--- config.mk ---
export PLATFORM = sky130hd
export DESIGN_NAME = button_press_classifier
export DESIGN_NICKNAME = d
export VERILOG_FILES = /design/src/design/bpc_pkg.sv /design/src/design/button_press_classifier.sv
export SDC_FILE = /design/constraint.sdc
export NUM_CORES = 1
export LEC_CHECK = 0
export BUFFER_PORTS_ARGS = -buffer_cell sky130_fd_sc_hd__buf_4
export CORE_MARGIN = 2
export CORE_UTILIZATION = 55
export CTS_CLUSTER_SIZE = 30
export DETAILED_ROUTE_END_ITERATION = 12
export GPL_ROUTABILITY_DRIVEN = 0
export PLACE_DENSITY = 0.86
export SETUP_SLACK_MARGIN = 0.4
export SYNTH_ARGS = -nofsm -noshare
export SYNTH_HDL_FRONTEND = slang
export SYNTH_SLANG_ARGS = --single-unit
--- constraint.sdc ---
create_clock -name clk -period 6.4 [get_ports clk]
set_input_delay 0.32 -clock clk [delete_from_list [all_inputs] [get_ports clk]]
set_output_delay 0.32 -clock clk [all_outputs]
set_load 0.02 [all_outputs]
--- src/design/bpc_pkg.sv ---
// ----------------------------------------------------------------------------
// bpc_pkg: shared types and constants for the button press classifier
// Command codes, register indexes, register reset values and the result word.
// ----------------------------------------------------------------------------
`default_nettype none

package bpc_pkg;

  // command codes carried with each input word
  typedef enum logic [1:0] {
    CMD_POLL        = 2'd0,
    CMD_TAKE_SHORT  = 2'd1,
    CMD_TAKE_REPEAT = 2'd2,
    CMD_TAKE_LONG   = 2'd3
  } cmd_t;

  // configuration register indexes
  localparam int unsigned CFG_INDEX_W = 3;
  localparam logic [CFG_INDEX_W-1:0] REG_KEY_MASK    = 3'd0;
  localparam logic [CFG_INDEX_W-1:0] REG_SHORT_TICKS = 3'd1;
  localparam logic [CFG_INDEX_W-1:0] REG_HOLD_START  = 3'd2;
  localparam logic [CFG_INDEX_W-1:0] REG_LONG_TICKS  = 3'd3;
  localparam logic [CFG_INDEX_W-1:0] REG_SLOW_PERIOD = 3'd4;
  localparam logic [CFG_INDEX_W-1:0] REG_FAST_PERIOD = 3'd5;
  localparam logic [CFG_INDEX_W-1:0] REG_SLOW_LIMIT  = 3'd6;

  localparam int unsigned CFG_DATA_W = 16;

  // register reset values
  localparam logic [15:0] KEY_MASK_RST    = 16'd1;
  localparam logic [15:0] SHORT_TICKS_RST = 16'd10;
  localparam logic [15:0] HOLD_START_RST  = 16'd100;
  localparam logic [15:0] LONG_TICKS_RST  = 16'd3000;
  localparam logic [15:0] SLOW_PERIOD_RST = 16'd300;
  localparam logic [15:0] FAST_PERIOD_RST = 16'd120;
  localparam logic [7:0]  SLOW_LIMIT_RST  = 8'd6;

  localparam logic [15:0] POLL_COUNT_MAX = 16'hFFFF;

  // one result word
  typedef struct packed {
    logic taken;
    logic is_pressed;
    logic short_pending;
    logic repeat_pending;
    logic long_pending;
  } result_t;

endpackage

`default_nettype wire

--- src/design/button_press_classifier.sv ---
// ----------------------------------------------------------------------------
// button_press_classifier: short, long and auto-repeat press detection
// Classifies one button from polled active-low key words and keeps sticky
// flags that take commands read and clear.
// ----------------------------------------------------------------------------
// a result word is registered into the result buffer when its input word is accepted
// throughput: one word per cycle while in_stall is low; state update is a single compare/add pass
// a two-entry result buffer lets input run on while one result waits
// reset: synchronous rst clears state, flags and buffer, loads register defaults
`default_nettype none

module button_press_classifier import bpc_pkg::*; (
  input  wire logic                   clk,
  input  wire logic                   rst,
  // configuration write port
  input  wire logic                   cfg_write,
  input  wire logic [CFG_INDEX_W-1:0] cfg_index,
  input  wire logic [CFG_DATA_W-1:0]  cfg_data,
  // input channel
  input  wire logic                   in_valid,
  output logic                        in_stall,
  input  wire logic [1:0]             command,
  input  wire logic [15:0]            raw_keys,
  input  wire logic                   read_ok,
  input  wire logic [31:0]            now_tick,
  // output channel
  output logic                        out_valid,
  input  wire logic                   out_stall,
  output logic                        taken,
  output logic                        is_pressed,
  output logic                        short_pending,
  output logic                        repeat_pending,
  output logic                        long_pending
);

  // configuration registers
  logic [15:0] key_mask;
  logic [15:0] short_ticks;
  logic [15:0] hold_start_ticks;
  logic [15:0] long_ticks;
  logic [15:0] slow_period_polls;
  logic [15:0] fast_period_polls;
  logic [7:0]  slow_repeat_limit;

  // classifier state
  logic [31:0] press_tick,   press_tick_next;
  logic        prev_pressed, prev_pressed_next;
  logic [15:0] poll_count,   poll_count_next;
  logic [7:0]  repeat_count, repeat_count_next;
  logic        short_flag,   short_flag_next;
  logic        repeat_flag,  repeat_flag_next;
  logic        long_flag,    long_flag_next;
  logic        taken_next;

  // result buffer
  result_t     res_buf [2];
  logic        wr_ptr;
  logic        rd_ptr;
  logic [1:0]  count;

  logic        in_accept;
  logic        out_accept;

  // poll datapath
  logic        pressed;
  logic [31:0] press_tick_eff;
  logic [31:0] elapsed;
  logic        counting;
  logic [15:0] poll_inc;
  logic        slow_fire;
  logic        fast_fire;
  cmd_t        cmd;

  assign cmd        = cmd_t'(command);
  assign in_stall   = (count == 2'd2);
  assign in_accept  = in_valid && !in_stall;
  assign out_valid  = (count != 2'd0);
  assign out_accept = out_valid && !out_stall;

  // register writes
  always_ff @(posedge clk) begin
    if (rst) begin
      key_mask          <= KEY_MASK_RST;
      short_ticks       <= SHORT_TICKS_RST;
      hold_start_ticks  <= HOLD_START_RST;
      long_ticks        <= LONG_TICKS_RST;
      slow_period_polls <= SLOW_PERIOD_RST;
      fast_period_polls <= FAST_PERIOD_RST;
      slow_repeat_limit <= SLOW_LIMIT_RST;
    end else if (cfg_write) begin
      case (cfg_index)
        REG_KEY_MASK:    key_mask          <= cfg_data;
        REG_SHORT_TICKS: short_ticks       <= cfg_data;
        REG_HOLD_START:  hold_start_ticks  <= cfg_data;
        REG_LONG_TICKS:  long_ticks        <= cfg_data;
        REG_SLOW_PERIOD: slow_period_polls <= cfg_data;
        REG_FAST_PERIOD: fast_period_polls <= cfg_data;
        REG_SLOW_LIMIT:  slow_repeat_limit <= cfg_data[7:0];
        default: ;
      endcase
    end
  end

  // press detection and held time
  assign pressed        = read_ok && ((raw_keys & key_mask) == 16'd0);
  assign press_tick_eff = (pressed && !prev_pressed) ? now_tick : press_tick;
  assign elapsed        = now_tick - press_tick_eff;
  assign counting       = pressed && (elapsed > {16'd0, hold_start_ticks});

  // repeat timing, saturating poll counter
  assign poll_inc  = (poll_count == POLL_COUNT_MAX) ? poll_count : poll_count + 16'd1;
  assign slow_fire = (poll_inc == slow_period_polls) && (repeat_count < slow_repeat_limit);
  assign fast_fire = !slow_fire && (poll_inc == fast_period_polls)
                     && (repeat_count >= slow_repeat_limit);

  // next state per command
  always_comb begin
    press_tick_next   = press_tick;
    prev_pressed_next = prev_pressed;
    poll_count_next   = poll_count;
    repeat_count_next = repeat_count;
    short_flag_next   = short_flag;
    repeat_flag_next  = repeat_flag;
    long_flag_next    = long_flag;
    taken_next        = 1'b0;
    case (cmd)
      CMD_POLL: begin
        press_tick_next   = press_tick_eff;
        prev_pressed_next = pressed;
        if (pressed && (elapsed == {16'd0, short_ticks})) begin
          short_flag_next = 1'b1;
        end
        if (pressed && (elapsed == {16'd0, long_ticks})) begin
          long_flag_next = 1'b1;
        end
        if (counting) begin
          poll_count_next = poll_inc;
          if (slow_fire) begin
            repeat_flag_next  = 1'b1;
            poll_count_next   = 16'd0;
            repeat_count_next = repeat_count + 8'd1;
          end else if (fast_fire) begin
            repeat_flag_next = 1'b1;
            poll_count_next  = 16'd0;
          end
        end else begin
          poll_count_next   = 16'd0;
          repeat_count_next = 8'd0;
          repeat_flag_next  = 1'b0;
        end
      end
      CMD_TAKE_SHORT: begin
        taken_next      = short_flag;
        short_flag_next = 1'b0;
      end
      CMD_TAKE_REPEAT: begin
        taken_next       = repeat_flag;
        repeat_flag_next = 1'b0;
      end
      CMD_TAKE_LONG: begin
        taken_next     = long_flag;
        long_flag_next = 1'b0;
      end
      default: ;
    endcase
  end

  // state update on each accepted word
  always_ff @(posedge clk) begin
    if (rst) begin
      press_tick   <= 32'd0;
      prev_pressed <= 1'b0;
      poll_count   <= 16'd0;
      repeat_count <= 8'd0;
      short_flag   <= 1'b0;
      repeat_flag  <= 1'b0;
      long_flag    <= 1'b0;
    end else if (in_accept) begin
      press_tick   <= press_tick_next;
      prev_pressed <= prev_pressed_next;
      poll_count   <= poll_count_next;
      repeat_count <= repeat_count_next;
      short_flag   <= short_flag_next;
      repeat_flag  <= repeat_flag_next;
      long_flag    <= long_flag_next;
    end
  end

  // result buffer payload
  always_ff @(posedge clk) begin
    if (in_accept) begin
      res_buf[wr_ptr] <= '{taken:          taken_next,
                           is_pressed:     prev_pressed_next,
                           short_pending:  short_flag_next,
                           repeat_pending: repeat_flag_next,
                           long_pending:   long_flag_next};
    end
  end

  // result buffer pointers and fill count
  always_ff @(posedge clk) begin
    if (rst) begin
      wr_ptr <= 1'b0;
      rd_ptr <= 1'b0;
      count  <= 2'd0;
    end else begin
      if (in_accept) begin
        wr_ptr <= !wr_ptr;
      end
      if (out_accept) begin
        rd_ptr <= !rd_ptr;
      end
      case ({in_accept, out_accept})
        2'b10:   count <= count + 2'd1;
        2'b01:   count <= count - 2'd1;
        default: count <= count;
      endcase
    end
  end

  assign taken          = res_buf[rd_ptr].taken;
  assign is_pressed     = res_buf[rd_ptr].is_pressed;
  assign short_pending  = res_buf[rd_ptr].short_pending;
  assign repeat_pending = res_buf[rd_ptr].repeat_pending;
  assign long_pending   = res_buf[rd_ptr].long_pending;

endmodule

`default_nettype wire

Yosys cells after proc, flatten, opt, wreduce, memory -nomap -nowiden
Memories as Yosys holds them, arrays and structs flattened. A register that Yosys moved wholly into a read port is not among the register bits.
Cells that the tools add are included.
W data, S select, Z words.
- flip-flop bits (word level): 168
- bits in latches: 0
- memory bits (writable): 10
- memory bits (read-only): 0
- input port bits: 75
- output and inout port bits: 7
- word-level logic and storage cells: 97
- memories kept: 1
- add/subtract/negate cells: 5
- $mul: 0
- div/mod/pow operators: 0
- order comparisons: 3
- equal/unequal tests: 18
- shifts and indexed selects: 0
- mux-type cells: 22
- bitwise operators: 1
- reduce and logical (&&, ||, !) cells: 30
- memory list (name ; words ; width ; rd ports ; clocked after memory_dff ; wr ports ; line ; text):
    res_buf ; 2 ; 5 ; 1 ; 1 ; 1 ; button_press_classifier.sv:56 ; result_t res_buf [2];
- operators by type and width (cell ; number):
    $eq A32 B16 Y1 ; 2
    $mux W16 ; 4
    $eq A16 B16 Y1 ; 2
    $gt A32 B16 Y1 ; 1
    $mux W32 ; 1
    $sub A32 B32 Y32 ; 1
    $add A16 B1 Y16 const B ; 1
    $and A16 B16 Y16 ; 1
    $eq A16 B16 Y1 const B ; 1
    $logic_not A16 Y1 ; 1
    $mux W8 ; 2
    $reduce_and A2 Y1 ; 8
    $logic_and A1 B1 Y1 ; 10
    $mux W1 ; 10
    $eq A3 B3 Y1 const B ; 3
    $add A8 B1 Y8 const B ; 1
    $eq A2 B2 Y1 const B ; 4
    $ge A8 B8 Y1 ; 1
    $lt A8 B8 Y1 ; 1
    $eq A3 B2 Y1 const B ; 2
    $logic_not A1 Y1 ; 6
    $pmux W1 S2 ; 3
    $eq A2 B1 Y1 const B ; 2
    $pmux W2 S2 ; 1
    9 further kinds ; 10

Longest topological paths before layout
- depth in word-level cells: 11
- mapped depth: 29
- gate-level depth less buffers: 25

Worst setup path after synthesis
Ideal clock, no wire load.
- path type: in2reg
- from: input port raw_keys[1]
- to: register poll_count[6]
- setup time: 0.086 ns
- data arrival time: 5.970 ns
- data required time: 6.314 ns
- path slack: 0.344 ns
- stages: 28
- buffers on the path: 4
- cell sequence: a22o_1 a221oi_1 and3_1 and4_1 nand2b_1 clkbuf_1 clkbuf_1 buf_1 o21ai_0 ha_1 fa_1 nand2b_1 a21o_1 and2_1 o21ai_0 nor4_1 nor4_1 ha_1 nand4_1 nor2_1 nand2_1 a221o_1 o211ai_1 o31ai_1 a211oi_1 buf_2 o21ai_0 a211oi_1
- word-level cells in the longest chain between the ends: 9
- RTL lines (what ; line ; text):
    from (decl) ; button_press_classifier.sv:23 ; input wire logic [15:0] raw_keys,
    $and A16 B16 Y16 ; button_press_classifier.sv:105 ; assign pressed = read_ok && ((raw_keys & key_mask) == 16'd0);
    $logic_not A16 Y1 ; button_press_classifier.sv:105 ;
    $logic_and A1 B1 Y1 ; button_press_classifier.sv:105 ;
    $logic_and A1 B1 Y1 ; button_press_classifier.sv:106 ; assign press_tick_eff = (pressed && !prev_pressed) ? now_tick : press_tick;
    $mux W32 ; button_press_classifier.sv:106 ;
    via press_tick_eff[0] ; button_press_classifier.sv:66 ; logic [31:0] press_tick_eff;
    $sub A32 B32 Y32 ; button_press_classifier.sv:107 ; assign elapsed = now_tick - press_tick_eff;
    $gt A32 B16 Y1 ; button_press_classifier.sv:108 ; assign counting = pressed && (elapsed > {16'd0, hold_start_ticks});
    $logic_and A1 B1 Y1 ; button_press_classifier.sv:108 ;
    $mux W16 ; button_press_classifier.sv:136 ; if (counting) begin
    to (signal assigned) ; button_press_classifier.sv:181 ; poll_count <= poll_count_next;
    to (decl) ; button_press_classifier.sv:48 ; logic [15:0] poll_count, poll_count_next;
The timed path passes the listed nets, and every way through them passes these cells.
A chain may end at the register's enable or synchronous reset.

Worst setup path in the final report
- from: register key_mask[1]
- to: register poll_count[0]
- word-level cells in the longest chain between the ends: 9
- RTL lines (what ; line ; text):
    from (decl) ; button_press_classifier.sv:37 ; logic [15:0] key_mask;
    from (signal assigned) ; button_press_classifier.sv:92 ; REG_KEY_MASK: key_mask <= cfg_data;
    $and A16 B16 Y16 ; button_press_classifier.sv:105 ;
    $logic_not A16 Y1 ; button_press_classifier.sv:105 ;
    $logic_and A1 B1 Y1 ; button_press_classifier.sv:105 ;
    $logic_and A1 B1 Y1 ; button_press_classifier.sv:106 ;
    $mux W32 ; button_press_classifier.sv:106 ;
    via press_tick_eff[0] ; button_press_classifier.sv:66 ;
    $sub A32 B32 Y32 ; button_press_classifier.sv:107 ;
    $gt A32 B16 Y1 ; button_press_classifier.sv:108 ;
    $logic_and A1 B1 Y1 ; button_press_classifier.sv:108 ;
    $mux W16 ; button_press_classifier.sv:136 ;
The timed path passes the listed nets, and every way through them passes these cells.

==> reports/metrics.cfg <==
[setup_path]
startpoint_type = flip-flop
regToRegStartpoint = key_mask[1]
reg2regPathDepth = 28
crit_arrival_ns = 6.10
data_required_critical_path_ns = 6.77
cpPeakStageDelay_ns = 0.39
slowest_stage = sky130_fd_sc_hd__fa_1
critical_r2r_capture = poll_count[0]
path_max_fanout = 14
timing.reg2reg.setup_slack_ns = 0.67
worst-setup-path-type = flip-flop to flip-flop
critical_path.most_common_cell = sky130_fd_sc_hd__buf_4
number_of_buffer_and_inverter_stages_on_the_critical_path = 3
endpoint_kind = flip-flop
cpLargestDelayFamily = compound AO/OA/AOI/OAI gates

[die]
top_level_ports = 82
num_rows = 52
area_of_the_core_sq_um = 20360
floorplan.die.height_microns = 148.6
start_util = 0.5646
die_w_microns = 148.6
die-area_sq_um = 22080

[clock_network]
cts_tree = yes
clk_root_buffer_cell = sky130_fd_sc_hd__clkbuf_16
cts.clk_slew.worst_paths_ns = 0.08
cts.path.max_buffers = 2
clock_latency_ns = 0.45
ctsHoldBuffers = 0
cts-htree-levels = 4
numClockSinks = 179
cts-buffers-inserted = 17

[drt]
via_density_per_instance = 6.302
wl_per_cell_microns = 17.77
drt_wl_total_microns = 32210
post_route_antenna_net_violation_count = 0
drt-pass1-iter-count = 8
drt_iter0_drcs = 1125
drc_errors = 0
routed-via-count = 11430

[timing]
hold_viol_final = 0
unrepaired_setup_endpoints_after_global_routing = false
min_period_over_period = 0.8955
worst-slew-pin-transition_ns = 1.226
period_needed_ns = 5.731
finalClockSkew_ns = 0.01377
relSlewSlack = 0.1797
maximum_frequency_from_static_timing_analysis_ghz = 0.1745
timing.setup.tns_ns = 0
timing_max_transition_violations_final = 0
final-setup-viol-count = 0

[synth]
synth_warn = 0
syn-mean-instance-area_sq_um = 7.707
synth_top_family_by_area = simple AND/OR/NAND/NOR gates
synth_nets = 1630
postSynthRegisterBits = 179
synth_enable_flop_cells = 10
synth-xor-area-share = 0.06496
synthSimpleGateAreaFrac = 0.2631
synthesized_area_fraction_occupied_by_adder_cells = 0.07008
synthFlopType = sky130_fd_sc_hd__dfxtp_1
yosys-mux-area-fraction = 0.03634
yosysUniqueCellTypes = 88
async_flop_share = 0
synth_largest_area_cell = sky130_fd_sc_hd__dfxtp_1
syn-instance-count = 1492
synth_seq_area_share = 0.3203
synth-compound-area-share = 0.2024
synthTopCellsByArea = sky130_fd_sc_hd__dfxtp_1 (29%), sky130_fd_sc_hd__nand2_1 (10%), sky130_fd_sc_hd__a21oi_1 (7.3%), sky130_fd_sc_hd__ha_1 (6.7%), sky130_fd_sc_hd__xnor2_1 (3.8%)
synth.cell_area_sq_um = 11500
synth_top_area_share = 0.2942

[grt]
antenna_violations_before_repair = 0
maximum_number_of_pins_on_one_net_before_global_route_repair = 84
number_of_global_route_vias_before_repair = 10660
globalRouteTotalUtil = 0.2920
grt_first_pass_wirelength_microns = 52670
grt_remaining_overflow = 0

[worst_hold_path]
hold_start = now_tick[9]
hold_path_end = press_tick[9]
min_path_type = input pin to flip-flop
instance_count_along_the_most_critical_hold_path = 3

[power]
ir_drop_uv = 186.5
pwr_density_cell_nw_per_um2 = 246.0
cellLeakagePower_nw = 4.967

[final_layout]
num_antenna_cells = 0
final_design_area_no_fill_sq_um = 12870
finalNetCount = 1668
final_layout_size_suffix_gt1_frac = 0.1017
area.growth.synth_to_final_pct = 11.94

[outcome]
status = finished clean

[place]
port-buffer-count = 81
placedInstanceArea_sq_um = 12200
detailedPlacementHpwl_microns = 23240

[job]
max_cap_viol = 0

[registers in the layout (all words and copies together), names as in the netlist, named ones only]
register,count
rd_ptr,1
long_flag,1
poll_count,16
res_buf,10
press_tick,32
count,2
repeat_count,8
key_mask,16
short_flag,1
prev_pressed,1
long_ticks,16
short_ticks,16
wr_ptr,1
hold_start_ticks,16
fast_period_polls,16
slow_repeat_limit,8
repeat_flag,1
slow_period_polls,16
[metrics by stage]
stage	cells	power [mW]	worst slack [ns]	util	hold slack, ns
after floorplan	1492	1.833	0.5205	-	0.4336
after global placement	1778	2.045	0.7116	0.5990	0.4432
after detailed placement	1778	2.069	0.5611	0.5990	0.4473
after CTS	1810	3.151	0.6295	0.6299	0.1260
after global routing	1813	3.307	0.3579	0.6320	0.1492
final	1813	3.167	0.6687	0.6320	0.1289
[synthesized netlist by cell type, types with 7 or more instances]
cell / instances
sky130_fd_sc_hd__xnor2_1: 50
sky130_fd_sc_hd__buf_2: 15
sky130_fd_sc_hd__a31oi_1: 9
sky130_fd_sc_hd__ha_1: 62
sky130_fd_sc_hd__nand2_1: 312
sky130_fd_sc_hd__mux2i_1: 35
sky130_fd_sc_hd__o211ai_1: 14
sky130_fd_sc_hd__nand4_1: 27
sky130_fd_sc_hd__nand2b_1: 12
sky130_fd_sc_hd__and4_1: 11
sky130_fd_sc_hd__a21oi_1: 167
sky130_fd_sc_hd__inv_1: 47
sky130_fd_sc_hd__nor4_1: 16
sky130_fd_sc_hd__edfxtp_1: 10
sky130_fd_sc_hd__o21ai_0: 45
sky130_fd_sc_hd__nor3_1: 29
sky130_fd_sc_hd__nor2b_1: 13
sky130_fd_sc_hd__a21o_1: 17
sky130_fd_sc_hd__and2_1: 9
sky130_fd_sc_hd__xor2_1: 30
sky130_fd_sc_hd__a211o_1: 7
sky130_fd_sc_hd__dfxtp_1: 169
sky130_fd_sc_hd__and3_1: 15
sky130_fd_sc_hd__a211oi_1: 31
sky130_fd_sc_hd__nor2_1: 88
sky130_fd_sc_hd__nand3b_1: 21
sky130_fd_sc_hd__clkbuf_1: 53
sky130_fd_sc_hd__nand3_1: 42
sky130_fd_sc_hd__or3_1: 14
sky130_fd_sc_hd__o21a_1: 11
[final cells by class]
| cell class | instances | area [sq um] |
|---|---|---|
| Clock buffer | 17 | 425.4 |
| Clock inverter | 15 | 202.7 |
| Fill cell | 1699 | 7493 |
| Inverter | 47 | 176.4 |
| Multi-Input combinational cell | 1193 | 7351 |
| Sequential cell | 179 | 3684 |
| Tap cell | 270 | 337.8 |
| Timing Repair Buffer | 92 | 694.4 |
[per-layer routing]
layer	vias to the layer above	wire length [microns]	GRT usage
met5	-	0	0
met4	0	894	0.1033
met3	99	3234	0.04601
met2	645	14290	0.4560
met1	5288	13790	0.4106
li1	5393	-	-
[layout by cell type (no fill, tap or decap), types with 10 or more instances in the layout]
| master | n |
|---|---|
| sky130_fd_sc_hd__a211oi_1 | 30 |
| sky130_fd_sc_hd__a21o_1 | 17 |
| sky130_fd_sc_hd__a21oi_1 | 167 |
| sky130_fd_sc_hd__and3_1 | 15 |
| sky130_fd_sc_hd__and4_1 | 11 |
| sky130_fd_sc_hd__buf_4 | 91 |
| sky130_fd_sc_hd__clkbuf_16 | 17 |
| sky130_fd_sc_hd__dfxtp_1 | 169 |
| sky130_fd_sc_hd__edfxtp_1 | 10 |
| sky130_fd_sc_hd__ha_1 | 62 |
| sky130_fd_sc_hd__inv_1 | 47 |
| sky130_fd_sc_hd__mux2i_1 | 35 |
| sky130_fd_sc_hd__nand2_1 | 312 |
| sky130_fd_sc_hd__nand2b_1 | 11 |
| sky130_fd_sc_hd__nand3_1 | 42 |
| sky130_fd_sc_hd__nand3b_1 | 21 |
| sky130_fd_sc_hd__nand4_1 | 27 |
| sky130_fd_sc_hd__nor2_1 | 87 |
| sky130_fd_sc_hd__nor2b_1 | 13 |
| sky130_fd_sc_hd__nor3_1 | 29 |
| sky130_fd_sc_hd__nor4_1 | 16 |
| sky130_fd_sc_hd__o211ai_1 | 14 |
| sky130_fd_sc_hd__o21a_1 | 11 |
| sky130_fd_sc_hd__o21ai_0 | 44 |
| sky130_fd_sc_hd__or3_1 | 14 |
| sky130_fd_sc_hd__xnor2_1 | 50 |
| sky130_fd_sc_hd__xor2_1 | 30 |
[power breakdown]
group | total (mW) | internal [mW] | switching (mW)
sequential | 1.21 | 1.18 | 0.0345
combinational | 0.868 | 0.349 | 0.519
clock | 1.09 | 0.540 | 0.548
total | 3.17 | 2.07 | 1.10
[worst min-delay path, cell delays in order]
cell and delay [ns]:
sky130_fd_sc_hd__buf_4 0.12, sky130_fd_sc_hd__nand2_1 0.05, sky130_fd_sc_hd__a21oi_1 0.05
[how the worst max path moves through the flow]
stage / from / to / slack, ns / cells after the start
final: key_mask[1] / poll_count[0] / 0.67 / 28
after global routing: key_mask[1] / poll_count[12] / 0.36 / 27
after CTS: key_mask[1] / poll_count[12] / 0.63 / 26
after detailed placement: raw_keys[1] / poll_count[4] / 0.56 / 25
after global placement: raw_keys[1] / poll_count[11] / 0.71 / 26
after floorplan: raw_keys[1] / poll_count[6] / 0.52 / 29
[logic make-up (layout without fill, tap and decap cells)]
kind of cell | after synthesis | in the layout
adder cells (fa/ha/maj) | 64 | 64
flip-flops | 179 | 179
AO/OA/AOI/OAI | 370 | 370
buffers and inverters | 120 | 171
XOR/XNOR | 82 | 82
AND/OR/NAND/NOR | 636 | 636
multiplexers | 41 | 41
[repair_timing]
action,CTS,global route
gates resized for setup,0,5
buffers inserted,0,3
endpoints found under the setup margin,0,18
Power figures use the tool's default switching activity.
